**src/rtl/sflm_pkg.sv**
```systemverilog
// Shared types and constants for the slot free list manager.
`timescale 1ns / 1ps

package sflm_pkg;

   localparam int SLOTS_DEF  = 1024;
   localparam int SLOT_W     = 10;
   localparam int CNT_W      = 10;
   localparam int CMD_W      = 2;
   localparam int REQ_DATA_W = 16;
   localparam int RSP_DATA_W = 24;

   localparam logic [CMD_W-1:0] CMD_ALLOC   = 2'd0;
   localparam logic [CMD_W-1:0] CMD_RELEASE = 2'd1;
   localparam logic [CMD_W-1:0] CMD_PIN     = 2'd2;

   // Flag memory word: on-list bit and occupied bit.
   localparam int FLG_W   = 2;
   localparam int FLG_ONL = 0;
   localparam int FLG_OCC = 1;

   typedef struct packed {
      logic [CNT_W-1:0]  free_count;
      logic              changed;
      logic              evicted;
      logic              granted;
      logic [SLOT_W-1:0] granted_slot;
   } rsp_type;

endpackage

```
**src/rtl/sflm_rsp_buf.sv**
```systemverilog
// Result output register with one skid entry behind it.
`timescale 1ns / 1ps

module sflm_rsp_buf (
   input  logic              clock,
   input  logic              reset,
   input  logic              res_valid,
   input  sflm_pkg::rsp_type res_data,
   output logic              res_ready,
   output logic              rsp_tvalid,
   input  logic              rsp_tready,
   output sflm_pkg::rsp_type rsp_data
);
   import sflm_pkg::*;

   logic    rsp_valid_ff, rsp_valid_in;
   logic    pend_valid_ff, pend_valid_in;
   rsp_type rsp_data_ff, rsp_data_in;
   rsp_type pend_data_ff, pend_data_in;
   logic    rsp_free;

   assign rsp_free = !rsp_valid_ff || rsp_tready;

   always_comb begin
      rsp_valid_in  = rsp_valid_ff;
      rsp_data_in   = rsp_data_ff;
      pend_valid_in = pend_valid_ff;
      pend_data_in  = pend_data_ff;
      if (rsp_free) begin
         if (pend_valid_ff) begin
            rsp_valid_in  = 1'b1;
            rsp_data_in   = pend_data_ff;
            pend_valid_in = res_valid;
            pend_data_in  = res_data;
         end else begin
            rsp_valid_in = res_valid;
            rsp_data_in  = res_data;
         end
      end else if (res_valid) begin
         pend_valid_in = 1'b1;
         pend_data_in  = res_data;
      end
   end

   always_ff @(posedge clock) begin
      if (reset) begin
         rsp_valid_ff  <= 1'b0;
         pend_valid_ff <= 1'b0;
      end else begin
         rsp_valid_ff  <= rsp_valid_in;
         pend_valid_ff <= pend_valid_in;
      end
   end

   always_ff @(posedge clock) begin
      rsp_data_ff  <= rsp_data_in;
      pend_data_ff <= pend_data_in;
   end

   assign res_ready  = !pend_valid_ff;
   assign rsp_tvalid = rsp_valid_ff;
   assign rsp_data   = rsp_data_ff;

endmodule

```
**config.mk**
```make
export PLATFORM = sky130hd
export DESIGN_NAME = sflm_rsp_buf
export DESIGN_NICKNAME = d
export VERILOG_FILES = /design/src/rtl/sflm_pkg.sv /design/src/rtl/sflm_rsp_buf.sv
export SDC_FILE = /design/constraint.sdc
export NUM_CORES = 1
export LEC_CHECK = 0
export ABC_AREA = 0
export BUFFER_PORTS_ARGS = -buffer_cell sky130_fd_sc_hd__buf_2
export CAP_MARGIN = 20
export CORE_ASPECT_RATIO = 0.9
export CORE_UTILIZATION = 50
export CTS_CLUSTER_DIAMETER = 50
export DETAILED_ROUTE_END_ITERATION = 16
export GPL_TIMING_DRIVEN = 0
export PLACE_DENSITY = 0.88
export SYNTH_ARGS = -nofsm -noshare
export SYNTH_HDL_FRONTEND = slang
export SYNTH_SLANG_ARGS = --single-unit
```
**constraint.sdc**
```tcl
create_clock -name clock -period 3.8 [get_ports clock]
set_input_delay 0.38 -clock clock [delete_from_list [all_inputs] [get_ports clock]]
set_output_delay 0.38 -clock clock [all_outputs]
set_load 0.01 [all_outputs]
```
==> metrics, run 1 <==
status=finished, final reports clean; Core Rows=20; initial DRC count=55; critical path capture point type=flip-flop; Critical Path Start Type=flip-flop; final worst setup slack=2017 ps; Diodes inserted=0; setup TNS=0 ps; clk root buf=clkbuf_8; Final Setup Violations=0; die height=59.50 µm; Hold Violations, Final=0; Remaining DRCs=0; Post-CTS Resized=0; Initial Util=approximately 53%; GRT overflow=0; TritonCTS clock tree=yes; Clock transition at path regs=80 ps; post-CTS setup buffers=0; HP Class=input pin to flip-flop; Core Region=approximately 3500 µm²; pre-CTS setup slack=approximately 2000 ps; Detailed Routing Iterations Pass 1=4; vias in the first global route=1004; syn_area_per_cell=around 22 µm²; Hold-fix buffers, CTS=0; DP HPWL=2031 µm; max-cap violations=0; Vias=930; Critical Path RT=3800 ps; final net count=170; Cell Area, Synth=between 1500 and 2000 µm²; largest net degree at the start of global routing=25; CP Max Fanout=12; routability cong.=0.6545; Vias/cell=4.947; Routed Antenna Nets=0; clock skew=around 6.3 ps; Synth cell types=12; sequential share of the synthesized area=77.38%; top-level I/O count=52; Yosys top cell by area=edfxtp_1; PD cells=443.3 nW/µm²; maximum vdd drop=around 0.29 mV; Avg WL per Cell=approximately 15 µm; GRT Overall Usage=16.07%; DRT Wirelength=2819 µm; die width=65.89 µm; filler instances=261; max-slew violation count=0; clk_lat worst skew=280 ps; RSZ-0062 raised after global routing=false; Leak=roughly 0.89 nW; CTS buffer count=5; Yosys top cell area share=75.20%; share of cells above drive strength 1=around three fifths; H-tree lvl count=2; Data arrival, critical path=1780 ps; Max clock buf depth=2; Port Buffer Count=51; flop2flop setup slack=~2000 ps; post-synthesis cell count=84; initial antenna violation count=0; yosys warns=0; final period utilization=a little under half; Tightest Pin Transition=931.7 ps; FMAX=560.8 MHz; Slew HR=37.82%; global-route wire length before repair=4498 µm; Min Clock Period, post-route=between 1500 and 2000 ps; Synth area leaders=edfxtp_1, mux2_4, mux2_2; die area=3920 µm²; #FFs+latches synth=48; Area Growth Syn to Fin=22.27%; total power=approximately 1000 µW; Syn Nets=111; critical setup path kind=flip-flop to flip-flop; Num Clock Sinks=48
## metrics by stage
step | hold slack, ps | cell area [µm²] | cells | utilization [%]
6_report | 265.2 | 2246 | 188 | 65.04
5_1_grt | 251.7 | 2246 | 188 | 65.04
4_1_cts | 251.8 | 2246 | 188 | 65.04
3_5_place_dp | 534.5 | 2166 | 180 | 62.72
3_3_place_gp | 532.9 | 2147 | 179 | 62.17
2_1_floorplan | 449.1 | 1837 | 84 | -
## critical path, cell delays in order (launching register included)
cell and delay (ps):
dfxtp_1 330, buf_6 160, buf_12 150, inv_1 60, o21ai_2 550, buf_8 240
## cell usage after synthesis
cell and number:
edfxtp_1 46, mux2_4 16, mux2_2 7, a21oi_1 2, buf_12 2, dfxtp_1 2, inv_1 2, nand2_1 2
o21ai_0 2, buf_6 1, nor2_1 1, nor2b_1 1
## cell usage in the layout (no fill, tap or decap)
master | netlist | routed
dfxtp_1 | 2 | 2
a21oi_1 | 2 | 2
clkbuf_1 | 0 | 2
clkbuf_8 | 0 | 5
inv_1 | 2 | 2
mux2_2 | 7 | 7
clkinv_1 | 0 | 1
o21ai_2 | 0 | 1
buf_2 | 0 | 51
o21ai_0 | 2 | 1
edfxtp_1 | 46 | 46
nor2_1 | 1 | 1
buf_12 | 2 | 2
mux2_4 | 16 | 16
buf_8 | 0 | 1
nand2_1 | 2 | 2
nor2b_1 | 1 | 1
buf_6 | 1 | 1
## cells by family after synthesis
group,after synthesis,synth area share (%)
buffers and inverters,5,3.202
multiplexers,23,17.37
AND/OR/NAND/NOR,4,0.9539
AO/OA/AOI/OAI,4,1.090
flip-flops,48,77.38
## flip-flops by register name, summed over array words and instances, names as in the netlist
signal,cells
rsp_tvalid,1
rsp_data,23
pend_valid_ff,1
pend_data_ff,23
## worst paths after layout
path,depth (start not counted),from,endpoint
setup / recovery,5,pend_valid_ff,pend_data_ff[22]
hold / removal,2,reset,rsp_tvalid
setup reg to reg,5,pend_valid_ff,pend_data_ff[22]
hold reg to reg,1,pend_data_ff[9],rsp_data[9]
## area by class of cell
type | count | area (µm²) | share of cell area (%)
plain buffers | 3 | 51.30 | 2.284
clock buffers | 7 | 76.32 | 3.398
clock inverters | 1 | 3.754 | 0.1671
inverters | 2 | 7.507 | 0.3343
multi-input cells | 31 | 360.3 | 16.04
flip-flops and latches | 48 | 1421 | 63.29
well taps | 44 | 55.05 | 2.451
repair buffers | 52 | 270.3 | 12.03
## power breakdown
| part | switching [mW] | leakage (nW) | internal [mW] | total [mW] |
|---|---|---|---|---|
| registers | 0.00781 | 0.465 | 0.616 | 0.624 |
| clock network | 0.148 | 0.0399 | 0.128 | 0.276 |
| logic | 0.0463 | 0.381 | 0.0493 | 0.0957 |
| total | 0.202 | 0.886 | 0.794 | 0.996 |
## metal layers
metal	up-vias	global-route usage (%)	part of all wire, %	wire (µm)
met1	450	18.68	43	1202
met2	40	28.57	50	1414
met4	0	4.658	0.57	16
li1	438	-	-	-
met3	2	5.000	6.6	186
met5	-	0	0	0
(Power assumes the default switching activity.)
==> run 2, diff against run 1 <==
Clock period 3.8 ns to 1.7 ns, I/O delays scaled along.
==> run 2 against run 1 <==
Count of clock-buffer cells in the layout decreased by 1. Via count increased by 2.8%. Critical path depth decreased by 1. Hold slack got worse by 210 ps. Clock power increased to 2.8 times the previous value. Cell count increased by 0.53%. Sequential cell count unchanged. Die area unchanged. Power increased by 140%. Combinational power increased by 140%. Critical path type unchanged. Largest cell class unchanged. Highest routed layer unchanged.
==> metrics, run 2 (synthesis results as in run 1) <==
setup TNS=0 ps (unchanged); Worst path max stage delay=410 ps (-140 ps); Max clock buf depth=2 (unchanged); CP Max Fanout=12 (unchanged); GRT overflow=0 (unchanged); Hold Slack=55.64 ps (-209.6 ps); CTS buffer count=5 (unchanged); final net count=171 (+0.59%); highest-delay cell along the critical path=o21ai_4; Area Growth Syn to Fin=25.27%; worst path cell trace=buf_6 > buf_12 > inv_1 > o21ai_4; die area=3920 µm² (unchanged); final worst setup slack=170.6 ps (-1846 ps); status=finished, final reports clean; DP Cell Count=179 (-0.56%); Placed Area=2158 µm² (-0.35%); Hold Violations, Final=0 (unchanged); Core Util, Final=66.63% (+1.6 points); flop2flop setup slack=170 ps (-1850 ps); max-slew violation count=0 (unchanged); Remaining DRCs=0 (unchanged); area occupied by multi-input gates=391.6 µm² (+8.7%); GRT Overall Usage=18.99% (+2.9 points); Slew HR=70.11% (+32 points); clock skew=6.810 ps (+0.4794 ps); critical setup path kind=flip-flop to flip-flop; Diodes inserted=0 (unchanged); routability cong.=0.6136 (-6.2%); final std cells w/o fill=189 (+0.53%); die height=59.50 µm (unchanged); share of cells above drive strength 1=61.38% (+3.0 points); Port Buffer Count=51 (unchanged); clk_lat worst skew=290 ps (about the same); total power=2.405 mW (+140%); vias in the first global route=1054 (+5.0%); DP HPWL=2138 µm (+5.2%); Num Clock Sinks=48 (unchanged); Initial Util=53.19% (unchanged); Final Setup Violations=0 (unchanged); clk root buf=clkbuf_8; global-route wire length before repair=5154 µm (+15%); Vias/cell=5.058 (+2.3%); max-cap violations=0 (unchanged); Tightest Pin Transition=446.7 ps (-485.0 ps); initial DRC count=54 (-1.8%); pre-CTS setup slack=-38.83 ps (-2049 ps); Vias=956 (+2.8%); die width=65.89 µm (unchanged); Leak=0.9017 nW (+1.7%); Detailed Routing Iterations Pass 1=4 (unchanged); Hold-fix buffers, CTS=0 (unchanged); initial antenna violation count=0 (unchanged); FMAX=653.8 MHz (+17%); largest net degree at the start of global routing=15 (-40%); Core Rows=20 (unchanged); final period utilization=89.97% (+43 points); Critical Path RT=1640 ps (-2160 ps); critical path capture point type=flip-flop; Min Clock Period, post-route=1529 ps (-253.8 ps); DRT Wirelength=3248 µm (+15%); Data arrival, critical path=1470 ps (-310 ps); Reg area=1421 µm² (unchanged); Routed Antenna Nets=0 (unchanged); RSZ-0062 raised after global routing=false; Clock transition at path regs=80 ps (about the same); H-tree lvl count=2 (unchanged); Core Region=3453 µm² (unchanged); Avg WL per Cell=17.19 µm (+15%); top-level I/O count=52 (unchanged); HP Class=input pin to flip-flop; TritonCTS clock tree=yes; Critical Path Start Type=flip-flop; commonest non-fill, non-tap cells in the layout=buf_2, edfxtp_1, mux2_4; filler instances=258 (-1.1%); PD cells=1045 nW/µm² (+140%); maximum vdd drop=0.7223 mV (+150%); Final Cell Area=2301 µm² (+2.5%); leading cell type in the layout, fill and taps excluded=buf_2
==> run 2: repair_timing <==
action	in CTS	in global routing
resized for setup	4	1
gates cloned	2	0
pin swaps	1	0
setup buffers	0	0
setup endpoints to repair	23	11
==> run 2: layer usage <==
metal  vias to the layer above  track usage, %  wire [µm]
li1                        444               -          -
met1                       469           20.13       1259
met2                        40           35.71       1765
met3                         3           5.577        194
met4                         0           6.522         29
met5                         -               0          0
==> run 2: final timing paths <==
kind	start	endpoint	cells after the start
max	pend_valid_ff	pend_data_ff[0]	4
max reg2reg	pend_valid_ff	pend_data_ff[0]	4
min reg2reg	pend_data_ff[4]	rsp_data[4]	1
min	reset	pend_valid_ff	2
==> run 2: power by group <==
| part | leakage, nW | switching, mW | internal [mW] |
|---|---|---|---|
| Sequential | 0.465 | 0.0179 | 1.38 |
| Combinational | 0.381 | 0.114 | 0.111 |
| Clock | 0.0552 | 0.350 | 0.436 |
| Total | 0.902 | 0.481 | 1.92 |
==> run 2: layout make-up <==
| class | count | area share [%] |
|---|---|---|
| repair buffers | 51 | 11.09 |
| multi-input cells | 32 | 17.02 |
| well taps | 44 | 2.393 |
| flip-flops and latches | 48 | 61.77 |
| repair inverters | 1 | 0.3263 |
| inverters | 2 | 0.4894 |
| plain buffers | 3 | 2.229 |
| clock inverters | 2 | 1.523 |
| clock buffers | 6 | 3.154 |
==> run 2: worst max-delay path, delay by kind of cell (launching register included) <==
kind,cells,cell delay [ps]
AO/OA/AOI/OAI,1,410
buffers and inverters,3,440
flip-flops,1,330
