## config.mk

```make
export PLATFORM = sky130hd
export DESIGN_NAME = sflm_ctrl
export DESIGN_NICKNAME = d
export VERILOG_FILES = /design/src/rtl/sflm_pkg.sv /design/src/rtl/sflm_ctrl.sv
export SDC_FILE = /design/constraint.sdc
export NUM_CORES = 1
export LEC_CHECK = 0
export ABC_AREA = 1
export BUFFER_PORTS_ARGS = -buffer_cell sky130_fd_sc_hd__buf_4
export CAP_MARGIN = 20
export CORE_UTILIZATION = 55
export DETAILED_ROUTE_END_ITERATION = 10
export PLACE_DENSITY = 0.83
export SETUP_SLACK_MARGIN = 0.4
export SLEW_MARGIN = 20
export SYNTH_ARGS = -nofsm -noshare
export SYNTH_HDL_FRONTEND = slang
export SYNTH_SLANG_ARGS = --single-unit
```

## constraint.sdc

```tcl
create_clock -name clock -period 2.1 [get_ports clock]
set_clock_uncertainty 0.05 [all_clocks]
set_input_delay 0.21 -clock clock [delete_from_list [all_inputs] [get_ports clock]]
set_output_delay 0.21 -clock clock [all_outputs]
set_load 0.03 [all_outputs]
```

## src/rtl/sflm_pkg.sv

```systemverilog
// Shared types and constants for the slot free list manager.
`timescale 1ns / 1ps

package sflm_pkg;

   localparam int SLOTS_DEF  = 1024;
   localparam int SLOT_W     = 10;
   localparam int CNT_W      = 10;
   localparam int CMD_W      = 2;
   localparam int REQ_DATA_W = 16;
   localparam int RSP_DATA_W = 24;

   localparam logic [CMD_W-1:0] CMD_ALLOC   = 2'd0;
   localparam logic [CMD_W-1:0] CMD_RELEASE = 2'd1;
   localparam logic [CMD_W-1:0] CMD_PIN     = 2'd2;

   // Flag memory word: on-list bit and occupied bit.
   localparam int FLG_W   = 2;
   localparam int FLG_ONL = 0;
   localparam int FLG_OCC = 1;

   typedef struct packed {
      logic [CNT_W-1:0]  free_count;
      logic              changed;
      logic              evicted;
      logic              granted;
      logic [SLOT_W-1:0] granted_slot;
   } rsp_type;

endpackage

```

## src/rtl/sflm_ctrl.sv

```systemverilog
// Command sequencer: clearing pass, link reads, list updates, head and count.
`timescale 1ns / 1ps

module sflm_ctrl #(
   parameter int SLOTS = sflm_pkg::SLOTS_DEF,
   localparam int AW   = $clog2(SLOTS)
) (
   input  logic                         clock,
   input  logic                         reset,
   input  logic                         req_tvalid,
   output logic                         req_tready,
   input  logic [sflm_pkg::CMD_W-1:0]   req_cmd,
   input  logic [sflm_pkg::SLOT_W-1:0]  req_slot,
   input  logic                         req_ref,
   input  logic                         res_ready,
   output logic                         res_valid,
   output sflm_pkg::rsp_type            res_data,
   output logic                         rd_en,
   output logic [AW-1:0]                rd_addr,
   input  logic [AW-1:0]                nxt_rd_data,
   input  logic [AW-1:0]                prv_rd_data,
   input  logic [sflm_pkg::FLG_W-1:0]   flg_rd_data,
   output logic                         nxt_we,
   output logic [AW-1:0]                nxt_wa,
   output logic [AW-1:0]                nxt_wd,
   output logic                         prv_we,
   output logic [AW-1:0]                prv_wa,
   output logic [AW-1:0]                prv_wd,
   output logic                         flg_we,
   output logic [AW-1:0]                flg_wa,
   output logic [sflm_pkg::FLG_W-1:0]   flg_wd
);
   import sflm_pkg::*;

   localparam logic [1:0] ST_INIT = 2'd0;
   localparam logic [1:0] ST_IDLE = 2'd1;
   localparam logic [1:0] ST_EXEC = 2'd2;
   localparam logic [1:0] ST_WR2  = 2'd3;

   localparam logic [AW-1:0] LAST_SLOT = AW'(SLOTS - 1);

   logic [1:0]       state_ff, state_in;
   logic [AW-1:0]    init_cnt_ff, init_cnt_in;
   logic [AW-1:0]    head_ff, head_in;
   logic [AW-1:0]    free_ff, free_in;
   logic [CMD_W-1:0] cmd_ff, cmd_in;
   logic [AW-1:0]    slot_ff, slot_in;
   logic             slot_ok_ff, slot_ok_in;
   logic             ref_ff, ref_in;
   logic             accept;

   assign req_tready = (state_ff == ST_IDLE) && res_ready;
   assign accept     = req_tvalid && req_tready;

   always_comb begin
      state_in    = state_ff;
      init_cnt_in = init_cnt_ff;
      head_in     = head_ff;
      free_in     = free_ff;
      cmd_in      = cmd_ff;
      slot_in     = slot_ff;
      slot_ok_in  = slot_ok_ff;
      ref_in      = ref_ff;
      rd_en       = accept;
      rd_addr     = (req_cmd == CMD_ALLOC) ? head_ff : AW'(req_slot);
      nxt_we      = 1'b0;
      nxt_wa      = slot_ff;
      nxt_wd      = '0;
      prv_we      = 1'b0;
      prv_wa      = slot_ff;
      prv_wd      = '0;
      flg_we      = 1'b0;
      flg_wa      = slot_ff;
      flg_wd      = '0;
      res_valid   = 1'b0;
      res_data    = '0;

      case (state_ff)
         ST_INIT: begin
            // Write the reset contents of every slot, one slot a cycle.
            nxt_we = 1'b1;
            nxt_wa = init_cnt_ff;
            nxt_wd = (init_cnt_ff == '0 || init_cnt_ff == LAST_SLOT) ?
                     '0 : init_cnt_ff + AW'(1);
            prv_we = 1'b1;
            prv_wa = init_cnt_ff;
            prv_wd = (init_cnt_ff == '0) ? '0 : init_cnt_ff - AW'(1);
            flg_we = 1'b1;
            flg_wa = init_cnt_ff;
            flg_wd[FLG_ONL] = (init_cnt_ff != '0);
            flg_wd[FLG_OCC] = 1'b0;
            if (init_cnt_ff == LAST_SLOT) begin
               state_in = ST_IDLE;
            end else begin
               init_cnt_in = init_cnt_ff + AW'(1);
            end
         end
         ST_IDLE: begin
            if (accept) begin
               cmd_in     = req_cmd;
               slot_in    = AW'(req_slot);
               slot_ok_in = (req_slot != '0) && (32'(req_slot) < 32'(SLOTS));
               ref_in     = req_ref;
               state_in   = ST_EXEC;
            end
         end
         ST_EXEC: begin
            state_in  = ST_IDLE;
            res_valid = 1'b1;
            case (cmd_ff)
               CMD_ALLOC: begin
                  if (head_ff != '0 && free_ff != '0) begin
                     head_in = nxt_rd_data;
                     prv_we  = (nxt_rd_data != '0);
                     prv_wa  = nxt_rd_data;
                     prv_wd  = '0;
                     flg_we  = 1'b1;
                     flg_wa  = head_ff;
                     flg_wd[FLG_ONL] = 1'b0;
                     flg_wd[FLG_OCC] = 1'b1;
                     free_in = free_ff - AW'(1);
                     res_data.granted_slot = SLOT_W'(head_ff);
                     res_data.granted      = 1'b1;
                     res_data.evicted      = flg_rd_data[FLG_OCC];
                  end
               end
               CMD_RELEASE: begin
                  if (!ref_ff && slot_ok_ff && !flg_rd_data[FLG_ONL]) begin
                     nxt_we  = 1'b1;
                     nxt_wa  = slot_ff;
                     nxt_wd  = head_ff;
                     prv_we  = (head_ff != '0);
                     prv_wa  = head_ff;
                     prv_wd  = slot_ff;
                     flg_we  = 1'b1;
                     flg_wa  = slot_ff;
                     flg_wd[FLG_ONL] = 1'b1;
                     flg_wd[FLG_OCC] = flg_rd_data[FLG_OCC];
                     head_in = slot_ff;
                     free_in = free_ff + AW'(1);
                     res_data.changed = 1'b1;
                     // The new head's back link is cleared in the next cycle.
                     state_in = ST_WR2;
                  end
               end
               CMD_PIN: begin
                  if (slot_ok_ff && flg_rd_data[FLG_ONL]) begin
                     prv_we = (nxt_rd_data != '0);
                     prv_wa = nxt_rd_data;
                     prv_wd = prv_rd_data;
                     nxt_we = (prv_rd_data != '0);
                     nxt_wa = prv_rd_data;
                     nxt_wd = nxt_rd_data;
                     if (prv_rd_data == '0) begin
                        head_in = nxt_rd_data;
                     end
                     flg_we = 1'b1;
                     flg_wa = slot_ff;
                     flg_wd[FLG_ONL] = 1'b0;
                     flg_wd[FLG_OCC] = flg_rd_data[FLG_OCC];
                     if (free_ff != '0) begin
                        free_in = free_ff - AW'(1);
                     end
                     res_data.changed = 1'b1;
                  end
               end
               default: begin
               end
            endcase
            res_data.free_count = CNT_W'(free_in);
         end
         ST_WR2: begin
            prv_we   = 1'b1;
            prv_wa   = slot_ff;
            prv_wd   = '0;
            state_in = ST_IDLE;
         end
         default: begin
            state_in = ST_INIT;
         end
      endcase
   end

   always_ff @(posedge clock) begin
      if (reset) begin
         state_ff    <= ST_INIT;
         init_cnt_ff <= '0;
         head_ff     <= AW'(1);
         free_ff     <= LAST_SLOT;
      end else begin
         state_ff    <= state_in;
         init_cnt_ff <= init_cnt_in;
         head_ff     <= head_in;
         free_ff     <= free_in;
      end
   end

   always_ff @(posedge clock) begin
      cmd_ff     <= cmd_in;
      slot_ff    <= slot_in;
      slot_ok_ff <= slot_ok_in;
      ref_ff     <= ref_in;
   end

endmodule

```

==> flow_metrics.env, run 1 <==
export IMPL_clk_path_buf_depth=2
export IMPL_h_tree_depth=2
export IMPL_cts_hold_buffers=0
export IMPL_ys_flop_type="dfxtp_1"
export IMPL_ios=130
export IMPL_rows=34
export IMPL_syn_inst=821
export IMPL_die_w_um=96.3
export IMPL_portBuffers=129
export IMPL_yosysSeqAreaShare_pct=21.7
export IMPL_ys_types=45
export IMPL_yosysWarnings=0
export IMPL_synth_top_area_share_pct=16.9
export IMPL_die_h_um=96.3
export IMPL_syn_avg_cell_area_um2=5.96
export IMPL_grt_max_degree=29
export IMPL_yosys_cell_count_top_type="nand2_1"
export IMPL_synth_edff_count=14
export IMPL_cts_sinks=46
export IMPL_status="aborted with a tool error"
export IMPL_root_buffer="clkbuf_8"
export IMPL_globalRouteOverflowTotal=5
export IMPL_error_line="[ERROR GRT-0116] Global routing finished with congestion. Check the congestion regions in the DRC Viewer."
export IMPL_synth_async_reset_ratio_pct=0
export IMPL_cts_made_buffers=5
export IMPL_hpwl_um=16000
export IMPL_yosys_register_bits=46
export IMPL_grt_pass1_vias=9297
export IMPL_stop_stage="global routing (5_1_grt)"
export IMPL_syn_area_mm2=0.00489
export IMPL_grt_pass1_wl_um=53800
export IMPL_placedCellCount=1076
export IMPL_grt_total_usage_pct=79.3
export IMPL_yosys_top_cells_area="nand2_1, dfxtp_1, edfxtp_1, inv_1, a21oi_1"
export IMPL_synth_fp_nets=872
export IMPL_gp_congestion=1.06
export IMPL_initial_core_util_pct=56.4
export IMPL_synthTopCellsByCount="nand2_1, inv_1, nor2_1, a21oi_1, nand3_1"
export IMPL_yosysTopAreaCell="nand2_1"
[logic make-up after synthesis]
kind of cell               share of synthesized area [%]
and+or+nand+nor                                     39.0
xor gates and xnor gates                            2.69
buffers and inverters                               14.6
AOI/OAI and AO/OA                                   18.9
adders and majority gates                           3.07
DFF                                                 21.7
[metal layers]
metal  track usage, %  GRT overflow
met5             35.7             0
met2             92.7             4
met1             80.1             0
met3             67.7             0
met4             76.2             1
[metrics by stage]
| stage | area [um^2] | setup slack, ps | hold slack, ps |
|---|---|---|---|
| detailed placement | 6900 | -113 | 347 |
| CTS | 8280 | -191 | 25.3 |
| global placement | 6900 | -49.8 | 342 |
| floorplan | 5650 | -28.3 | 259 |
[repair_timing]
item                                    CTS
endpoints found under the setup margin  108
buffers inserted                         46
resized for setup                       210
hold endpoints to repair                  0
pin swaps                                45
cloned                                    7
==> run 2: changes to the inputs <==
- CORE_UTILIZATION: 55 -> 40
- PLACE_DENSITY: 0.83 -> default
- PLACE_DENSITY_LB_ADDON: default -> 0.15
- SETUP_SLACK_MARGIN: 0.4 -> default
==> run 2 against run 1 <==
Compared with the run above:
- the flow now finishes, with violations (setup timing)
- synthesized cell count did not move
- area after synthesis did not move
==> flow_metrics.env, run 2 <==
export IMPL_power_uw=12500
export IMPL_nNetsFinal=1101
export IMPL_end_kind="primary output"
export IMPL_min_period_over_period_pct=111
export IMPL_p_leak_uw=0.00415
export IMPL_core_area_mm2=0.0120
export IMPL_grt_pass1_wl_um=33800
export IMPL_cts_sinks=46
export IMPL_globalRouteOverflowTotal=0
export IMPL_layout_cells_most_common="nand2_1"
export IMPL_synth_edff_count=14
export IMPL_syn_avg_cell_area_um2=5.96
export IMPL_relSlewSlack_pct=62.5
export IMPL_antenna_cells=0
export IMPL_viasPerCell=5.91
export IMPL_grt_max_degree=25
export IMPL_utilization_pct=75.2
export IMPL_grt_pass1_vias=6250
export IMPL_cp_start_kind="register"
export IMPL_finalMaxSlewViolations=0
export IMPL_portBuffers=129
export IMPL_ys_types=45
export IMPL_root_buffer="clkbuf_16"
export IMPL_yosysTopAreaCell="nand2_1"
export IMPL_h_tree_depth=2
export IMPL_ant_nets=0
export IMPL_synth_top_area_share_pct=16.9
export IMPL_cp_arrival_ps=2080
export IMPL_grt_setup_unrepaired="true"
export IMPL_use_met2_pct=55.4
export IMPL_yosysWarnings=0
export IMPL_hp_class="input port to register"
export IMPL_multi_input_area_mm2=0.00452
export IMPL_gr_usage_met3_pct=7.07
export IMPL_die_h_um=113
export IMPL_min_from="req_ref"
export IMPL_hpwl_um=16500
export IMPL_path_class="register to primary output"
export IMPL_status="complete, but fails checks"
export IMPL_syn_area_mm2=0.00489
export IMPL_wl_per_cell_um=20.3
export IMPL_rr_worst_depth=14
export IMPL_grt_total_usage_pct=34.7
export IMPL_synth_async_reset_ratio_pct=0
export IMPL_swShare_pct=53.0
export IMPL_holdPathStages=1
export IMPL_switchingPower_uw=6600
export IMPL_placed_area_mm2=0.00661
export IMPL_ios=130
export IMPL_fillers=819
export IMPL_seqPwrFrac_pct=10.9
export IMPL_initial_core_util_pct=40.9
export IMPL_ir_worst_vdd_uv=1110
export IMPL_synthTopCellsByCount="nand2_1, inv_1, nor2_1, a21oi_1, nand3_1"
export IMPL_r2r_start="cmd_ff[1]"
export IMPL_yosys_register_bits=46
export IMPL_clkLatencyLatePin_ps=310
export IMPL_min_period_ps=2340
export IMPL_p_clk_share_pct=7.6
export IMPL_hold_viol_final=0
export IMPL_cts_tree="built"
export IMPL_dr_first_iter_drc_count=861
export IMPL_yosys_top_cells_area="nand2_1, dfxtp_1, edfxtp_1, inv_1, a21oi_1"
export IMPL_layout_common_cells="nand2_1, buf_4, buf_6"
export IMPL_path_clk_slew_ps=80
export IMPL_r2r_end="free_ff[3]"
export IMPL_rows=40
export IMPL_crit_path_max_fanout=6
export IMPL_syn_to_final_growth_pct=83.8
export IMPL_finalSetupViolations=77
export IMPL_clk_path_buf_depth=2
export IMPL_syn_inst=821
export IMPL_final_area_mm2=0.00899
export IMPL_routed_wl_um=24300
export IMPL_dieArea_mm2=0.0127
export IMPL_cts_made_buffers=5
export IMPL_combPwrFrac_pct=81.5
export IMPL_hold_end="ref_ff"
export IMPL_cap_viol_max_count=0
export IMPL_fmax_mhz=428
export IMPL_vias=7079
export IMPL_setup_ws_ps=-237
export IMPL_internal_power_uw=5850
export IMPL_hold_worst_slack_ps=34.7
export IMPL_cp_required_ps=1840
export IMPL_yosys_cell_count_top_type="nand2_1"
export IMPL_drive_gt1_share_pct=50.8
export IMPL_yosysSeqAreaShare_pct=21.7
export IMPL_gp_congestion=0.986
export IMPL_antenna_found_initial=0
export IMPL_globalRouteMet1Util_pct=46.6
export IMPL_grt_busiest_layer="met2"
export IMPL_reg2reg_slack_ps=100
export IMPL_die_w_um=113
export IMPL_drc_errors=0
export IMPL_worst_slew_pin_slew_ps=563
export IMPL_drt_pass1_iter_count=6
export IMPL_p_per_area_mw_per_mm2=1390
export IMPL_violations="setup timing"
export IMPL_regArea_mm2=0.00109
export IMPL_synth_fp_nets=872
export IMPL_ys_flop_type="dfxtp_1"
==> run 2: cell families after synthesis <==
kind of cell,share of synthesized area [%]
buffers and inverters,14.6
flip-flops,21.7
AO/OA/AOI/OAI,18.9
adder cells (fa/ha/maj),3.07
XOR/XNOR,2.69
AND/OR/NAND/NOR,39.0
==> run 2: final cells by class <==
| class | instances | share of cell area [%] |
|---|---|---|
| Multi-Input combinational cell | 609 | 50.3 |
| Timing Repair Buffer | 264 | 27.9 |
| Sequential cell | 46 | 12.1 |
| Inverter | 123 | 5.66 |
| Tap cell | 147 | 2.05 |
| Clock buffer | 6 | 1.43 |
| Clock inverter | 2 | 0.417 |
| Timing Repair inverter | 1 | 0.125 |
==> run 2: worst max-delay path, stage by stage (launching register included) <==
cell and delay [ps]:
dfxtp_2 340, inv_2 50, ha_4 160, nand2_4 90
nor2_8 40, nand3_4 110, nand2_4 100, buf_4 150
o211ai_1 200, nand3_1 120, o21ai_1 100, nand2_1 120
buf_6 160
==> run 2: worst max path at each step <==
| stage | startpoint | endpoint | depth (start not counted) |
|---|---|---|---|
| 4_1_cts | free_ff[0] | prv_wa[7] | 13 |
| 5_1_grt | free_ff[0] | prv_wa[0] | 13 |
| 3_5_place_dp | init_cnt_ff[0] | flg_wd[0] | 10 |
| 6_report | free_ff[0] | prv_wa[4] | 12 |
| 2_1_floorplan | free_ff[0] | flg_wa[6] | 11 |
| 3_3_place_gp | cmd_ff[0] | flg_wa[7] | 9 |
==> run 2: repair_timing <==
action,CTS,global route
setup buffers,37,19
endpoints found under the setup margin,77,77
gates resized for setup,274,179
hold buffers,0,0
pin swaps,56,67
gates cloned,8,0
==> run 2: routing by layer <==
metal	vias to the layer above	wire length (um)
met4	0	997
met5	-	0
met2	545	11200
met3	102	2780
met1	3269	9320
li1	3163	-
==> run 2: power by group through the flow <==
stage               registers (uW)  clock network, uW  logic, uW
finish                        1360                944      10200
global route                  1380                985      10600
CTS                           1320                954       8560
detailed placement            1300                  0       7020
global placement              1290                  0       7030
floorplan                     1230                  0       4490
==> run 2: stage by stage <==
step | setup WS [ps] | setup TNS [ps] | std cells
2_1_floorplan | -33.0 | -315 | 821
3_3_place_gp | 80.3 | 0 | 1130
3_5_place_dp | 35.6 | 0 | 1130
4_1_cts | -165 | -5760 | 1183
5_1_grt | -300 | -15720 | 1198
6_report | -237 | -10700 | 1198
Note: power is estimated with default switching activity, not from simulation.
